$ cat src/hw/rtl/event_trace_ring_buffer_unit_defines.svh
// assertion macros for the event trace ring buffer unit
`ifndef EVENT_TRACE_RING_BUFFER_UNIT_DEFINES_SVH
`define EVENT_TRACE_RING_BUFFER_UNIT_DEFINES_SVH

// same-cycle implication, checked outside reset
`define ETRB_ASSERT_NOW(label, clk, rst_n, ante, cons, msg) \
    label: assert property (@(posedge clk) disable iff (!rst_n) (ante) |-> (cons)) \
        else $error(msg);

// next-cycle implication, checked outside reset
`define ETRB_ASSERT_NEXT(label, clk, rst_n, ante, cons, msg) \
    label: assert property (@(posedge clk) disable iff (!rst_n) (ante) |=> (cons)) \
        else $error(msg);

`endif

$ cat src/hw/rtl/etrb_pkg.sv
// shared types and constants of the event trace ring buffer
`default_nettype none

package etrb_pkg;

    // log geometry
    localparam int LOG_DEPTH = 256;
    localparam int IDX_W     = $clog2(LOG_DEPTH);
    localparam int CNT_W     = $clog2(LOG_DEPTH + 1);

    // field widths
    localparam int REQ_W   = 2;
    localparam int IFACE_W = 8;
    localparam int STAMP_W = 64;
    localparam int RIDX_W  = 8;
    localparam int LIDX_W  = 8;
    localparam int SIZE_W  = 9;

    // request codes
    localparam logic [REQ_W-1:0] REQ_ACTIVATE   = 2'd0;
    localparam logic [REQ_W-1:0] REQ_DEACTIVATE = 2'd1;
    localparam logic [REQ_W-1:0] REQ_CLEAR      = 2'd2;
    localparam logic [REQ_W-1:0] REQ_READ       = 2'd3;

    // controller states
    typedef enum logic [0:0] {
        ST_IDLE,
        ST_READ
    } ctrl_state_t;

    // one stored log entry
    typedef struct packed {
        logic               kind;
        logic [IFACE_W-1:0] iface;
        logic [STAMP_W-1:0] stamp;
    } entry_t;

    // one result item
    typedef struct packed {
        logic               accepted;
        logic [LIDX_W-1:0]  latest_index;
        logic [SIZE_W-1:0]  log_size;
        logic               read_valid;
        logic [IFACE_W-1:0] read_iface;
        logic               read_kind;
        logic [STAMP_W-1:0] read_timestamp;
    } result_t;

    // controller to datapath commands
    typedef struct packed {
        logic do_write;
        logic do_clear;
        logic do_read;
        logic load_now;
        logic load_ok;
        logic load_read;
    } cmd_t;

    // datapath to controller status
    typedef struct packed {
        logic logging_enabled;
        logic skid_full;
    } stat_t;

endpackage

`default_nettype wire

$ cat src/hw/rtl/etrb_ctrl.sv
// request controller: acceptance, command decode and read sequencing
`default_nettype none

module etrb_ctrl
    import etrb_pkg::*;
(
    input  wire logic             clk,
    input  wire logic             rst_n,
    input  wire logic             in_valid,
    input  wire logic [REQ_W-1:0] in_req_type,
    input  wire stat_t            stat,
    output logic                  in_ready,
    output cmd_t                  cmd
);

    ctrl_state_t state_reg;
    ctrl_state_t state_next;
    logic        accept;
    logic        is_log;

    // request decode
    assign is_log = in_req_type inside {REQ_ACTIVATE, REQ_DEACTIVATE};
    assign accept = in_ready && in_valid;

    // next state
    always_comb
    begin
        state_next = state_reg;
        case (state_reg)
            ST_IDLE:
            begin
                if (accept && (in_req_type == REQ_READ))
                begin
                    state_next = ST_READ;
                end
            end
            ST_READ:
            begin
                state_next = ST_IDLE;
            end
            default:
            begin
                state_next = ST_IDLE;
            end
        endcase
    end

    // outputs
    always_comb
    begin
        in_ready = 1'b0;
        cmd      = '0;
        case (state_reg)
            ST_IDLE:
            begin
                in_ready     = !stat.skid_full;
                cmd.do_write = accept && is_log && stat.logging_enabled;
                cmd.do_clear = accept && (in_req_type == REQ_CLEAR);
                cmd.do_read  = accept && (in_req_type == REQ_READ);
                cmd.load_now = accept && (in_req_type != REQ_READ);
                cmd.load_ok  = (is_log && stat.logging_enabled) || (in_req_type == REQ_CLEAR);
            end
            ST_READ:
            begin
                cmd.load_read = 1'b1;
            end
            default:
            begin
                in_ready = 1'b0;
            end
        endcase
    end

    // state register
    always_ff @(posedge clk or negedge rst_n)
    begin
        if (!rst_n)
        begin
            state_reg <= ST_IDLE;
        end
        else
        begin
            state_reg <= state_next;
        end
    end

endmodule

`default_nettype wire

$ cat config.mk
export PLATFORM = sky130hd
export DESIGN_NAME = etrb_ctrl
export DESIGN_NICKNAME = d
export VERILOG_FILES = /design/src/hw/rtl/event_trace_ring_buffer_unit_defines.svh /design/src/hw/rtl/etrb_pkg.sv /design/src/hw/rtl/etrb_ctrl.sv
export SDC_FILE = /design/constraint.sdc
export NUM_CORES = 1
export LEC_CHECK = 0
export BUFFER_PORTS_ARGS = -buffer_cell sky130_fd_sc_hd__buf_4
export CAP_MARGIN = 20
export CORE_AREA = 3 3 40 42
export CTS_CLUSTER_SIZE = 16
export DETAILED_ROUTE_END_ITERATION = 8
export DIE_AREA = 0 0 43 45
export SYNTH_ARGS = -nofsm -noshare
export SYNTH_HDL_FRONTEND = slang
export SYNTH_SLANG_ARGS = --single-unit
$ cat constraint.sdc
create_clock -name clk -period 1.4 [get_ports clk]
set_input_delay 0.14 -clock clk [delete_from_list [all_inputs] [get_ports clk]]
set_output_delay 0.14 -clock clk [all_outputs]
set_load 0.05 [all_outputs]
==> impl_metrics.xml <==
<?xml version="1.0" encoding="UTF-8"?>
<metrics>
  <group name="outcome">
    <metric name="outcome" unit="">completed</metric>
  </group>
  <group name="grt">
    <metric name="grt_pass1_wl" unit="um">517</metric>
    <metric name="via_count_of_the_first_global_routing_pass" unit="">125</metric>
    <metric name="number_of_antenna_violations_at_the_first_check_in_global_routing" unit="">0</metric>
    <metric name="global_route.overflow_total" unit="">0</metric>
    <metric name="global_route.usage.total" unit="">0.0316</metric>
    <metric name="maximum_number_of_pins_on_one_net_before_global_route_repair" unit="">5</metric>
  </group>
  <group name="detailed_routing">
    <metric name="route.detailed.wl_per_inst" unit="um">7.39</metric>
    <metric name="detail_route.drc_violations" unit="">0</metric>
    <metric name="routed_via_density" unit="">3.27</metric>
    <metric name="dr.pass1.iters" unit="">3</metric>
    <metric name="detailedRoute.firstIterationViolations" unit="">2</metric>
    <metric name="antenna_violating_nets_left" unit="">0</metric>
    <metric name="vias" unit="">134</metric>
    <metric name="wl" unit="um">303</metric>
  </group>
  <group name="worst_setup_path">
    <metric name="critical_path_peak_fanout" unit="">4</metric>
    <metric name="cp-end-kind" unit="">output pin</metric>
    <metric name="worst-endpoint-arrival" unit="ns">1.14</metric>
    <metric name="cell_class_contributing_the_biggest_share_of_worst_path_delay" unit="">simple AND/OR/NAND/NOR gates</metric>
    <metric name="setup.worst_path.class" unit="">reg2out</metric>
    <metric name="critPathRequiredTime" unit="ns">1.26</metric>
    <metric name="worst_setup_path_start_kind" unit="">register</metric>
    <metric name="cells_along_the_critical_path" unit="">or3b_4 &gt; nor2_1 &gt; buf_4</metric>
    <metric name="rr_startpoint" unit="">state_reg$_DFF_PN0_</metric>
    <metric name="critical_path.slowest_cell" unit="">sky130_fd_sc_hd__or3b_4</metric>
    <metric name="worst_path_largest_cell_delay" unit="ns">0.42</metric>
    <metric name="rrSetupSlack" unit="ns">0.39</metric>
    <metric name="r2r_cells" unit="">2</metric>
    <metric name="rr_endpoint" unit="">state_reg$_DFF_PN0_</metric>
    <metric name="timing.critical_path.buf_inv" unit="">1</metric>
  </group>
  <group name="worst_hold_path">
    <metric name="hold_path.class" unit="">in2reg</metric>
    <metric name="whs_path_depth" unit="">3</metric>
    <metric name="worstHoldEndpoint" unit="">state_reg$_DFF_PN0_</metric>
    <metric name="min_from" unit="">in_req_type[1]</metric>
  </group>
  <group name="final_layout">
    <metric name="final_cell_mix" unit="">sky130_fd_sc_hd__buf_4, sky130_fd_sc_hd__nor2_1, sky130_fd_sc_hd__nand2b_1</metric>
    <metric name="drive_gt1_frac" unit="">0.615</metric>
    <metric name="finalNetCount" unit="">35</metric>
    <metric name="final_area" unit="um^2">215</metric>
    <metric name="largest_register_ffs" unit="">1</metric>
    <metric name="layout_commonest_cell" unit="">sky130_fd_sc_hd__buf_4</metric>
    <metric name="layout.filler_cells" unit="">143</metric>
    <metric name="syn2layout_area_growth" unit="%">123</metric>
    <metric name="finish.utilization" unit="">0.167</metric>
    <metric name="diodes" unit="">0</metric>
  </group>
  <group name="pwr">
    <metric name="netSwitchingPower" unit="uW">46.3</metric>
    <metric name="p_int" unit="uW">61.0</metric>
    <metric name="clkPwrFrac" unit="">0</metric>
    <metric name="p_leak" unit="nW">0.110</metric>
    <metric name="peak_supply_drop" unit="mV">0.0685</metric>
    <metric name="switching_share" unit="">0.431</metric>
    <metric name="power.share.combinational" unit="">0.716</metric>
    <metric name="power.share.sequential" unit="">0.284</metric>
    <metric name="p_per_area" unit="mW/mm^2">499</metric>
  </group>
  <group name="placed_design">
    <metric name="placement.io_buffers" unit="">13</metric>
    <metric name="hpwlAfterDp" unit="um">278</metric>
    <metric name="placement.cell_area" unit="um^2">205</metric>
    <metric name="gp_congestion" unit="">0.710</metric>
  </group>
  <group name="timing">
    <metric name="holdWs" unit="ns">0.418</metric>
    <metric name="final_min_period_over_clock_period" unit="">0.914</metric>
    <metric name="timing_max_transition_violations_final" unit="">0</metric>
    <metric name="slew_headroom" unit="">0.906</metric>
    <metric name="hold_viol_final" unit="">0</metric>
    <metric name="fmax" unit="GHz">0.781</metric>
    <metric name="setup_viol_count_final" unit="">0</metric>
    <metric name="finalClockSkew" unit="ns">0</metric>
    <metric name="fin_setup_tns" unit="ns">0</metric>
    <metric name="tightestPinTransition" unit="ns">0.141</metric>
    <metric name="rsz_0062_raised_after_global_routing" unit="">no</metric>
    <metric name="min_period" unit="ns">1.28</metric>
  </group>
  <group name="flow_run">
    <metric name="cap_viol_max_count" unit="">0</metric>
  </group>
  <group name="logic_synthesis">
    <metric name="synth.avg_cell_area" unit="um^2">7.41</metric>
    <metric name="syn_nets" unit="">20</metric>
    <metric name="synth_area" unit="um^2">96.3</metric>
    <metric name="synth_cell_types" unit="">8</metric>
    <metric name="synth_sequential_area_ratio" unit="">0.260</metric>
    <metric name="synth.ff_latch_count" unit="">1</metric>
    <metric name="synth_cells" unit="">13</metric>
    <metric name="yosysWarnings" unit="">0</metric>
  </group>
  <group name="die">
    <metric name="start_util" unit="">0.0750</metric>
    <metric name="core-area" unit="mm^2">0.00128</metric>
    <metric name="fp-row-count" unit="">13</metric>
    <metric name="horizontal_die_dimension" unit="um">43</metric>
    <metric name="die_area" unit="mm^2">0.00194</metric>
    <metric name="top_level_ports" unit="">14</metric>
    <metric name="die_height" unit="um">45</metric>
  </group>
  <group name="clock_tree">
    <metric name="ctsHoldBuffers" unit="">1</metric>
    <metric name="cts_post_setup_buffers_inserted" unit="">0</metric>
    <metric name="cts_repair_resize_count" unit="">0</metric>
    <metric name="clk_latency" unit="ns">0</metric>
    <metric name="clkSlewWorstSetupHoldPaths" unit="ns">0</metric>
  </group>
</metrics>
worst max path at each step:
stage / cells past startpoint / slack [ns] / end / from
finish: 3 / 0.12 / cmd[3] / state_reg$_DFF_PN0_
global route: 3 / 0.05 / cmd[3] / state_reg$_DFF_PN0_
detailed placement: 3 / 0.1 / cmd[3] / state_reg$_DFF_PN0_
CTS: 3 / 0.1 / cmd[3] / state_reg$_DFF_PN0_
floorplan: 2 / -0.21 / cmd[4] / state_reg$_DFF_PN0_
global placement: 3 / 0.12 / cmd[3] / state_reg$_DFF_PN0_
final cells by class:
| cell class | count | area [um^2] | share of cell area |
|---|---|---|---|
| Multi-Input combinational cell | 10 | 56.3 | 0.262 |
| Sequential cell | 1 | 25.0 | 0.116 |
| Tap cell | 15 | 18.8 | 0.0872 |
| Timing Repair Buffer | 15 | 115 | 0.535 |
worst register-to-register path: cells and delay by family, from the launching register on:
kind             cells  cell delay, ns
AND/OR/NAND/NOR      2            0.57
flip-flops           1            0.35
power groups by stage:
stage               combinational, mW  clock [mW]  sequential, mW
CTS                            0.0774           0          0.0305
floorplan                      0.0457           0          0.0308
global placement               0.0748           0          0.0305
global route                   0.0821           0          0.0306
detailed placement             0.0751           0          0.0305
finish                         0.0768           0          0.0305
cells by family after synthesis:
logic type,Yosys count,synth area share
compound gates,2,0.143
simple gates,8,0.441
buf+inv,2,0.156
flops,1,0.260
cells in the mapped netlist:
cell type                  n  area [um^2]
sky130_fd_sc_hd__nor2_1    4         15.0
sky130_fd_sc_hd__buf_4     2         15.0
sky130_fd_sc_hd__nand2b_1  2         12.5
sky130_fd_sc_hd__a21oi_1   1         5.00
sky130_fd_sc_hd__a21oi_2   1         8.76
sky130_fd_sc_hd__dfrtp_1   1         25.0
sky130_fd_sc_hd__nand2_1   1         3.75
sky130_fd_sc_hd__or3b_4    1         11.3
layer usage:
layer / vias to the layer above / track usage / share of wire
li1: 67 / - / -
met1: 56 / 0.0456 / 0.38
met2: 11 / 0.0509 / 0.41
met3: 0 / 0.00797 / 0.21
met4: 0 / 0 / 0
met5: - / 0 / 0
through the flow:
| step | power, mW | worst slack, ns | std cells |
|---|---|---|---|
| final | 0.107 | 0.120 | 41 |
| after detailed placement | 0.106 | 0.100 | 40 |
| after floorplan | 0.0765 | -0.211 | 13 |
| after CTS | 0.108 | 0.0967 | 41 |
| after global placement | 0.105 | 0.116 | 40 |
| after global routing | 0.113 | 0.0502 | 41 |
Power figures use the tool's default switching activity.
